<file path="src/sv/ptld_pkg.sv">
`default_nettype none

package ptld_pkg;

  typedef enum logic [2:0] {
    PH_LEADER  = 3'd0,
    PH_FIRST   = 3'd1,
    PH_ADDR_LO = 3'd2,
    PH_DATA_HI = 3'd3,
    PH_DATA_LO = 3'd4,
    PH_DONE    = 3'd5,
    PH_NEXT    = 3'd6
  } phase_t;

  typedef enum logic [1:0] {
    CMD_ADDR    = 2'd0,
    CMD_DEPOSIT = 2'd1,
    CMD_FIELD   = 2'd2,
    CMD_START   = 2'd3
  } command_t;

  typedef enum logic {
    FMT_RIM = 1'b0,
    FMT_BIN = 1'b1
  } tape_format_t;

  localparam logic [7:0]  LEADER_BYTE    = 8'h80;
  localparam logic [12:0] NO_ADDRESS     = 13'h1fff;
  localparam int          ORIGIN_BIT     = 6;
  localparam int          TRAIL_BIT      = 7;

  typedef struct packed {
    phase_t      phase;
    logic [5:0]  held_high_half;
    logic        start_pending;
    logic [12:0] expected_address;
  } parse_state_t;

  typedef struct packed {
    logic       valid;
    command_t   command;
    logic [5:0] upper_six;
    logic [5:0] lower_six;
  } result_t;

  localparam parse_state_t STATE_RESET = '{
    phase:            PH_LEADER,
    held_high_half:   6'd0,
    start_pending:    1'b0,
    expected_address: NO_ADDRESS
  };

endpackage

`default_nettype wire

</file>
<file path="src/sv/ptld_frame_decode.sv">
`default_nettype none

module ptld_frame_decode (
  input  wire ptld_pkg::tape_format_t tape_format,
  input  wire ptld_pkg::parse_state_t state,
  input  wire logic [7:0]             tape_byte,
  output ptld_pkg::parse_state_t      state_next,
  output ptld_pkg::result_t           result
);

  logic [5:0]  low_bits;
  logic [11:0] address;
  logic        is_field;
  logic        is_origin;
  logic        is_trail;
  logic        is_leader;

  assign low_bits  = tape_byte[5:0];
  assign address   = {state.held_high_half, low_bits};
  assign is_field  = tape_byte[ptld_pkg::TRAIL_BIT] & tape_byte[ptld_pkg::ORIGIN_BIT];
  assign is_origin = tape_byte[ptld_pkg::ORIGIN_BIT];
  assign is_trail  = tape_byte[ptld_pkg::TRAIL_BIT];
  assign is_leader = (tape_byte == ptld_pkg::LEADER_BYTE);

  // next state
  always_comb begin
    state_next = state;
    if (tape_format == ptld_pkg::FMT_RIM) begin
      unique case (state.phase)
        ptld_pkg::PH_LEADER: begin
          if (is_leader) state_next.phase = ptld_pkg::PH_FIRST;
        end
        ptld_pkg::PH_FIRST: begin
          if (is_origin) begin
            state_next.held_high_half = low_bits;
            state_next.phase          = ptld_pkg::PH_ADDR_LO;
          end
        end
        ptld_pkg::PH_ADDR_LO: begin
          state_next.phase = ptld_pkg::PH_DATA_HI;
          if ({1'b0, address} != state.expected_address) begin
            state_next.expected_address = {1'b0, address};
          end
        end
        ptld_pkg::PH_DATA_HI: begin
          state_next.held_high_half = low_bits;
          state_next.phase          = ptld_pkg::PH_DATA_LO;
        end
        ptld_pkg::PH_DATA_LO: begin
          state_next.phase            = ptld_pkg::PH_NEXT;
          state_next.expected_address = state.expected_address + 13'd1;
        end
        ptld_pkg::PH_NEXT: begin
          if (is_trail) begin
            state_next.phase = ptld_pkg::PH_DONE;
          end else if (is_origin) begin
            state_next.held_high_half = low_bits;
            state_next.phase          = ptld_pkg::PH_ADDR_LO;
          end
        end
        default: begin
        end
      endcase
    end else begin
      unique case (state.phase)
        ptld_pkg::PH_LEADER: begin
          if (is_leader) state_next.phase = ptld_pkg::PH_FIRST;
          state_next.start_pending = 1'b0;
        end
        ptld_pkg::PH_FIRST, ptld_pkg::PH_NEXT: begin
          priority if (is_field) begin
            // load field leaves phase and pending start alone
          end else if (is_origin) begin
            state_next.held_high_half = low_bits;
            state_next.phase          = ptld_pkg::PH_ADDR_LO;
            state_next.start_pending  = 1'b1;
          end else if (state.phase == ptld_pkg::PH_FIRST && is_leader) begin
            // repeated leader
          end else if (state.phase == ptld_pkg::PH_NEXT && is_trail) begin
            state_next.phase         = ptld_pkg::PH_DONE;
            state_next.start_pending = 1'b0;
          end else begin
            state_next.held_high_half = low_bits;
            state_next.phase          = ptld_pkg::PH_DATA_HI;
            state_next.start_pending  = 1'b0;
          end
        end
        ptld_pkg::PH_ADDR_LO, ptld_pkg::PH_DATA_HI: begin
          state_next.phase = ptld_pkg::PH_NEXT;
        end
        default: begin
        end
      endcase
    end
  end

  // result word
  always_comb begin
    result.valid     = 1'b0;
    result.command   = ptld_pkg::CMD_ADDR;
    result.upper_six = state.held_high_half;
    result.lower_six = low_bits;
    if (tape_format == ptld_pkg::FMT_RIM) begin
      unique case (state.phase)
        ptld_pkg::PH_ADDR_LO: begin
          result.valid   = ({1'b0, address} != state.expected_address);
          result.command = ptld_pkg::CMD_ADDR;
        end
        ptld_pkg::PH_DATA_LO: begin
          result.valid   = 1'b1;
          result.command = ptld_pkg::CMD_DEPOSIT;
        end
        default: begin
        end
      endcase
    end else begin
      unique case (state.phase)
        ptld_pkg::PH_FIRST, ptld_pkg::PH_NEXT: begin
          priority if (is_field) begin
            result.valid     = 1'b1;
            result.command   = ptld_pkg::CMD_FIELD;
            result.upper_six = low_bits;
            result.lower_six = 6'd0;
          end else if (!is_origin && state.phase == ptld_pkg::PH_NEXT && is_trail) begin
            result.valid     = state.start_pending;
            result.command   = ptld_pkg::CMD_START;
            result.upper_six = 6'd0;
            result.lower_six = 6'd0;
          end else begin
          end
        end
        ptld_pkg::PH_ADDR_LO: begin
          result.valid   = 1'b1;
          result.command = ptld_pkg::CMD_ADDR;
        end
        ptld_pkg::PH_DATA_HI: begin
          result.valid   = 1'b1;
          result.command = ptld_pkg::CMD_DEPOSIT;
        end
        default: begin
        end
      endcase
    end
  end

endmodule

`default_nettype wire

</file>
<file path="src/sv/paper_tape_loader_decoder_core.sv">
// Paper tape loader decoder: takes one tape byte per word on the input channel and
// gives at most one loader command per byte (load address, deposit word, load field,
// start) on the output channel. tape_format selects RIM (0) or BIN (1); any write to
// it restarts parsing from the leader search, and should be made only while the block
// is idle. A byte is taken every cycle unless the command channel stalls; it waits in
// the input register, and its command, if any, is written to the result register when
// the byte is decoded, which happens once the result register is free or being taken.
// The parse state is updated once per byte. The BIN checksum is not checked; it comes
// out as an ordinary deposit.
`default_nettype none

module paper_tape_loader_decoder_core (
  input  wire logic       clk,
  input  wire logic       rst,
  // configuration
  input  wire logic       tape_format_we,
  input  wire logic       tape_format_wdata,
  // tape byte channel
  input  wire logic       in_valid,
  output logic            in_ready,
  input  wire logic [7:0] tape_byte,
  // command channel
  output logic            out_valid,
  input  wire logic       out_ready,
  output logic [1:0]      command,
  output logic [5:0]      upper_six,
  output logic [5:0]      lower_six
);

  ptld_pkg::tape_format_t tape_format;
  ptld_pkg::parse_state_t state;
  ptld_pkg::parse_state_t state_next;
  ptld_pkg::result_t      result;

  // input register
  logic       byte_full;
  logic [7:0] byte_held;

  // decode fires when a byte is held and the result register is free or draining
  logic fire;

  assign fire     = byte_full && (!out_valid || out_ready);
  assign in_ready = !byte_full || fire;

  ptld_frame_decode u_decode (
    .tape_format (tape_format),
    .state       (state),
    .tape_byte   (byte_held),
    .state_next  (state_next),
    .result      (result)
  );

  always_ff @(posedge clk) begin
    if (rst) begin
      byte_full <= 1'b0;
    end else if (in_valid && in_ready) begin
      byte_full <= 1'b1;
    end else if (fire) begin
      byte_full <= 1'b0;
    end
  end

  always_ff @(posedge clk) begin
    if (in_valid && in_ready) begin
      byte_held <= tape_byte;
    end
  end

  // format register and parse state; a format write restarts the grammar
  always_ff @(posedge clk) begin
    if (rst) begin
      tape_format <= ptld_pkg::FMT_RIM;
      state       <= ptld_pkg::STATE_RESET;
    end else if (tape_format_we) begin
      tape_format <= ptld_pkg::tape_format_t'(tape_format_wdata);
      state       <= ptld_pkg::STATE_RESET;
    end else if (fire) begin
      state <= state_next;
    end
  end

  // result register
  always_ff @(posedge clk) begin
    if (rst) begin
      out_valid <= 1'b0;
    end else if (fire) begin
      out_valid <= result.valid;
    end else if (out_ready) begin
      out_valid <= 1'b0;
    end
  end

  always_ff @(posedge clk) begin
    if (fire && result.valid) begin
      command   <= result.command;
      upper_six <= result.upper_six;
      lower_six <= result.lower_six;
    end
  end

endmodule

`default_nettype wire

</file>
<file path="config.mk">
export PLATFORM = sky130hd
export DESIGN_NAME = paper_tape_loader_decoder_core
export DESIGN_NICKNAME = d
export VERILOG_FILES = /design/src/sv/ptld_pkg.sv /design/src/sv/ptld_frame_decode.sv /design/src/sv/paper_tape_loader_decoder_core.sv
export SDC_FILE = /design/constraint.sdc
export NUM_CORES = 1
export LEC_CHECK = 0
export BUFFER_PORTS_ARGS = -buffer_cell sky130_fd_sc_hd__buf_4
export CAP_MARGIN = 40
export CORE_MARGIN = 8
export CORE_UTILIZATION = 45
export DETAILED_ROUTE_END_ITERATION = 7
export PLACE_DENSITY = 0.73
export SLEW_MARGIN = 20
export SYNTH_ARGS = -nofsm -noshare
export SYNTH_HDL_FRONTEND = slang
export SYNTH_SLANG_ARGS = --single-unit
</file>
<file path="constraint.sdc">
create_clock -name clk -period 3.09 [get_ports clk]
set_input_delay 0.309 -clock clk [delete_from_list [all_inputs] [get_ports clk]]
set_output_delay 0.309 -clock clk [all_outputs]
set_load 0.05 [all_outputs]
</file>
== Word-level counts from Yosys, hierarchy flattened ==
Index checks and enable logic that the tools add are counted.

* Register bits: 48
* Bits in latches: 0
* Memory bits (writable): 0
* Memory bits (read-only): 0
* Output and inout bits: 16
* Memories kept: 0

* Add/sub/neg operators: 1
* Multipliers: 0
* Div/mod/pow operators: 0
* $lt $le $gt $ge: 0
* Eq/ne operators: 18
* Shifts and indexed selects: 0
* Mux-type cells: 28
* Bitwise operators: 2
* Reduce and logical (&&, ||, !) cells: 26

{| class="wikitable"
|+ Operator list
! cell !! number
|-
| $mux W10 || 3
|-
| $mux W15 || 2
|-
| $pmux W13 S2 || 1
|-
| $mux W12 || 2
|-
| $mux W6 || 3
|-
| $mux W9 || 2
|-
| $pmux W3 S3 || 2
|-
| $pmux W3 S6 || 1
|-
| $pmux W6 S3 || 1
|-
| $ne A3 B3 Y1 const B || 5
|-
| $add A13 B1 Y13 const B || 1
|-
| $mux W13 || 1
|-
| $ne A12 B13 Y1 || 1
|-
| $mux W3 || 4
|-
| $reduce_and A5 Y1 || 2
|-
| $eq A8 B8 Y1 const B || 1
|-
| $reduce_bool A2 Y1 || 4
|-
| $logic_and A1 B1 Y1 || 7
|-
| $reduce_and A7 Y1 || 1
|-
| $reduce_bool A7 Y1 || 1
|-
| $eq A3 B2 Y1 const B || 2
|-
| $eq A3 B3 Y1 const B || 2
|-
| $pmux W3 S2 || 1
|-
| $reduce_or A2 Y1 || 3
|-
| other kinds (14) || 22
|}

== Logic depth before layout (Yosys ltp) ==
* Depth after elaboration: 8
* Mapped depth: 8

== Cells and area by module ==
Synthesis repeated with hierarchy kept, for this count alone.

* Cells, all modules: 328
* Area total of the unflattened synthesis: 2956.6 um^2

{| class="wikitable"
|+ By module, submodules not included
! module !! times used !! cells an instance !! area an instance (um^2)
|-
| paper_tape_loader_decoder_core || 1 || 143 || 1757.9
|-
| ptld_frame_decode || 1 || 185 || 1198.6
|}

== Worst setup path before layout ==
OpenSTA, ideal clock, no wires.

* Path kind: register to register
* Start point: register out_valid
* End point: register byte_held[0] (enable)
* Library setup time: 0.277 ns
* Arrival time: 1.578 ns
* Data required time: 2.813 ns
* Path slack: 1.235 ns
* Cell stages (with the launch flop): 4
* Buffers on the path: 0
* Clock period less this slack: 1.855 ns
* Path through: dfxtp_1 -> nor2b_1 -> nand2_1 -> and2_1

* Longest elaborated chain between the ends: 5

{| class="wikitable"
|+ RTL lines
! item !! line !! text
|-
| from (decl) || paper_tape_loader_decoder_core.sv:23 || <nowiki>output logic out_valid,</nowiki>
|-
| from (signal assigned) || paper_tape_loader_decoder_core.sv:87 || <nowiki>out_valid <= result.valid;</nowiki>
|-
| $logic_not A1 Y1 || paper_tape_loader_decoder_core.sv:42 || <nowiki>assign fire = byte_full && (!out_valid || out_ready);</nowiki>
|-
| $logic_or A1 B1 Y1 || paper_tape_loader_decoder_core.sv:42 ||
|-
| $logic_and A1 B1 Y1 || paper_tape_loader_decoder_core.sv:42 ||
|-
| $logic_or A1 B1 Y1 || paper_tape_loader_decoder_core.sv:43 || <nowiki>assign in_ready = !byte_full || fire;</nowiki>
|-
| net in_ready || paper_tape_loader_decoder_core.sv:20 || <nowiki>output logic in_ready,</nowiki>
|-
| $logic_and A1 B1 Y1 || paper_tape_loader_decoder_core.sv:64 || <nowiki>if (in_valid && in_ready) begin</nowiki>
|-
| to (signal assigned) || paper_tape_loader_decoder_core.sv:65 || <nowiki>byte_held <= tape_byte;</nowiki>
|-
| to (decl) || paper_tape_loader_decoder_core.sv:37 || <nowiki>logic [7:0] byte_held;</nowiki>
|}

The timed path passes the listed nets, and every way through them passes these cells.
A chain may end at the register's enable or synchronous reset.

== Worst setup path after layout ==
* Start point: register, netlist name state[22]
* End point: register, netlist name state[0]

* Longest elaborated chain between the ends: 3

{| class="wikitable"
|+ RTL lines
! item !! line !! text
|-
| $eq A3 B2 Y1 or $eq A3 B3 Y1 (tied branches) || ptld_frame_decode.sv:29 || <nowiki>unique case (state.phase)</nowiki>
|-
| $ne A2 B1 Y1 (no line) or $reduce_bool A2 Y1 (tied branches) || - ||
|-
| $reduce_and A4 Y1 (no line) || - ||
|}

Several ways; a longest one is shown, not always the timed one.

==> impl_metrics.ini <==
[placement]
gp_congestion = 0.833
place_inst = 383
dpl.hpwl_um = 4210
pre_cts_ws_ns = 0.782
io_buffers = 29

[sta]
relSlewSlack_pct = 54.8
clock-skew-final_ns = 0.00995
finalSetupViolations = 0
fin_ws_ns = 0.759
fmax_mhz = 429
holdWs_ns = 0.181
period_minus_slack_ns = 2.33
worst_pin_slew_ns = 0.678
slew_violations = 0
tns_ns = 0
final_hold_viol_count = 0
post-route-period-util_pct = 75.4
rsz0062_at_grt = no

[layout]
diodes = 0
syn2layout_area_growth_pct = 12.7
final_cells = 391
layout-drive-gt1-share_pct = 16.1
final_common_cell = nand2_1
finish.net_count = 330
layout_common_cells = nand2_1, buf_4, dfxtp_1
fill_cells = 573

[grt]
grt_pass1_vias = 2054
antenna_found_initial = 0
grt_use_total_pct = 13.9
grt_max_degree = 32
grt_overflow = 0
grt_pass1_wl_um = 9850

[setup_path]
crit_end = state[0]
reg2reg_slack_ns = 0.76
critPathLaunch = state[22]
cp-start-kind = register
r2r-end = state[0]
cp.arrival_ns = 2.53
crit_type = register to register
reg2reg_depth = 5
crit_path_end_kind = register
path_max_fanout = 26
cp.required_ns = 3.29
reg2reg_from = state[22]

[synth]
ys_async_sr_fraction_pct = 0
syn_inst = 299
syn_avg_cell_area_um2 = 9.08
netlist-cell-type-count = 58
synth.cell_area_um2 = 2720
synth_fp_nets = 314
synth-main-ff-cell = dfxtp_1
seq_area_frac_synth_pct = 43.5
ys.warnings.count = 0
synth_edf_count = 22
synth_seq_cells = 48

[pwr]
pwr_density_cell_nw_per_um2 = 441
ir_drop_v = 0.000354
power.leakage_nw = 1.08
post-layout-total-power_mw = 1.35

[route]
vias = 2266
routed_wl_um = 5930
drt_iter0_markers = 245
final_antenna_net_count = 0
drt_first_pass_iters = 4
wl_per_cell_um = 15.2
vias_per_cell = 5.80
post-route-drc-count = 0

[clock_tree]
clkLatencyLatePin_ns = 0.30
clock_sinks = 48
clk_path_buf_depth = 2
cts_tree = built
cts_setup_buffers = 0
clkTransAtPathRegs_ns = 0.09
post_cts_resized = 0
cts_root_buf = clkbuf_8
h-tree-depth = 2
numCtsBuffers = 5
postCtsHoldBufs = 0

[floorplan]
start_util_pct = 46.2
die_w_um = 93.7
coreArea_um2 = 5890
die_area_um2 = 8780
die_y_um = 93.7
num_rows = 28
ios = 30

[hold_path]
min_path_type = input port to register

[run_status]
status = finished clean

[flow_run]
drv_cap = 0
-- critical path: stages (launching register included) --
cell and delay, ns:
dfxtp_1 0.75, nand2b_4 0.11, a2111o_1 0.46, nor2_4 0.45, o21ai_2 0.10, a221o_1 0.35
-- sequential cells by signal, summed over array words and instances, names as in the netlist --
signal	count
byte_full	1
byte_held	8
command	2
lower_six	6
out_valid	1
state	23
tape_format	1
upper_six	6
-- per-layer routing --
| layer | GRT usage (%) | vias to the layer above | routed length (um) |
|---|---|---|---|
| li1 | - | 1126 | - |
| met1 | 17.4 | 1072 | 2750 |
| met2 | 22.8 | 60 | 2770 |
| met3 | 3.12 | 8 | 333 |
| met4 | 4.76 | 0 | 73 |
| met5 | 0 | - | 0 |
-- metrics by stage --
stage	utilization [%]	instance area, um2
2_1_floorplan	-	2720
3_3_place_gp	49.7	2920
3_5_place_dp	49.7	2920
4_1_cts	52.0	3060
5_1_grt	52.0	3060
6_report	52.0	3060
-- power by group --
| group | total (mW) | leakage (nW) | internal (mW) | switching (mW) |
|---|---|---|---|---|
| Sequential | 0.704 | 0.408 | 0.678 | 0.0261 |
| Clock | 0.546 | 0.0687 | 0.326 | 0.220 |
| Combinational | 0.101 | 0.601 | 0.0425 | 0.0585 |
-- worst min path at each step --
stage                     cells past startpoint          from  slack [ns]           end
after CTS                                     1  tape_byte[6]        0.17  byte_held[6]
after detailed placement                      1  tape_byte[0]        0.49  byte_held[0]
after global routing                          1  tape_byte[0]        0.17  byte_held[0]
after floorplan                               1           rst        0.38     byte_full
final                                         1  tape_byte[6]        0.18  byte_held[6]
after global placement                        1  tape_byte[2]        0.49  byte_held[2]
-- cell type report --
type | instances | area (um2) | share of cell area, %
Multi-Input combinational cell | 223 | 1390 | 45.4
Sequential cell | 48 | 1180 | 38.6
Timing Repair Buffer | 32 | 240 | 7.85
Tap cell | 75 | 93.8 | 3.06
Clock buffer | 5 | 68.8 | 2.25
Clock inverter | 3 | 68.8 | 2.25
Inverter | 5 | 18.8 | 0.613
-- kinds of logic after synthesis --
family / after synthesis / share of synthesized area (%)
DFF: 48 / 43.5
and+or+nand+nor: 114 / 22.2
muxes: 8 / 2.95
AOI/OAI and AO/OA: 88 / 21.7
adders and majority gates: 1 / 0.461
buffers and inverters: 28 / 5.34
xor gates and xnor gates: 12 / 3.87
-- synthesized netlist by cell type, types with 2 or more instances --
cell / count / area share, %
dfxtp_1: 26 / 19
buf_2: 5 / 0.92
nor2b_1: 7 / 1.6
o21ai_1: 3 / 0.55
nor4_1: 3 / 0.69
or3_1: 2 / 0.46
clkbuf_1: 11 / 1.5
a211oi_1: 9 / 2.5
nor2_1: 11 / 1.5
o22ai_1: 5 / 1.2
or2_2: 4 / 0.92
a31oi_1: 10 / 2.3
a221o_1: 2 / 0.74
nand3_1: 10 / 1.8
o41ai_1: 2 / 0.64
nor3_1: 2 / 0.37
nand2b_1: 8 / 1.8
a21oi_1: 14 / 2.6
nand2_1: 44 / 6.1
a22o_1: 7 / 2.3
o21ai_0: 18 / 3.3
mux2i_1: 8 / 2.9
buf_6: 4 / 1.7
o21a_1: 3 / 0.83
o21bai_1: 2 / 0.55
inv_1: 5 / 0.69
and2_1: 6 / 1.4
buf_1: 2 / 0.28
nand4_1: 3 / 0.69
edfxtp_1: 22 / 24
and3_1: 3 / 0.69
xnor2_1: 12 / 3.9
No activity file was read; power rests on OpenSTA's default activity.
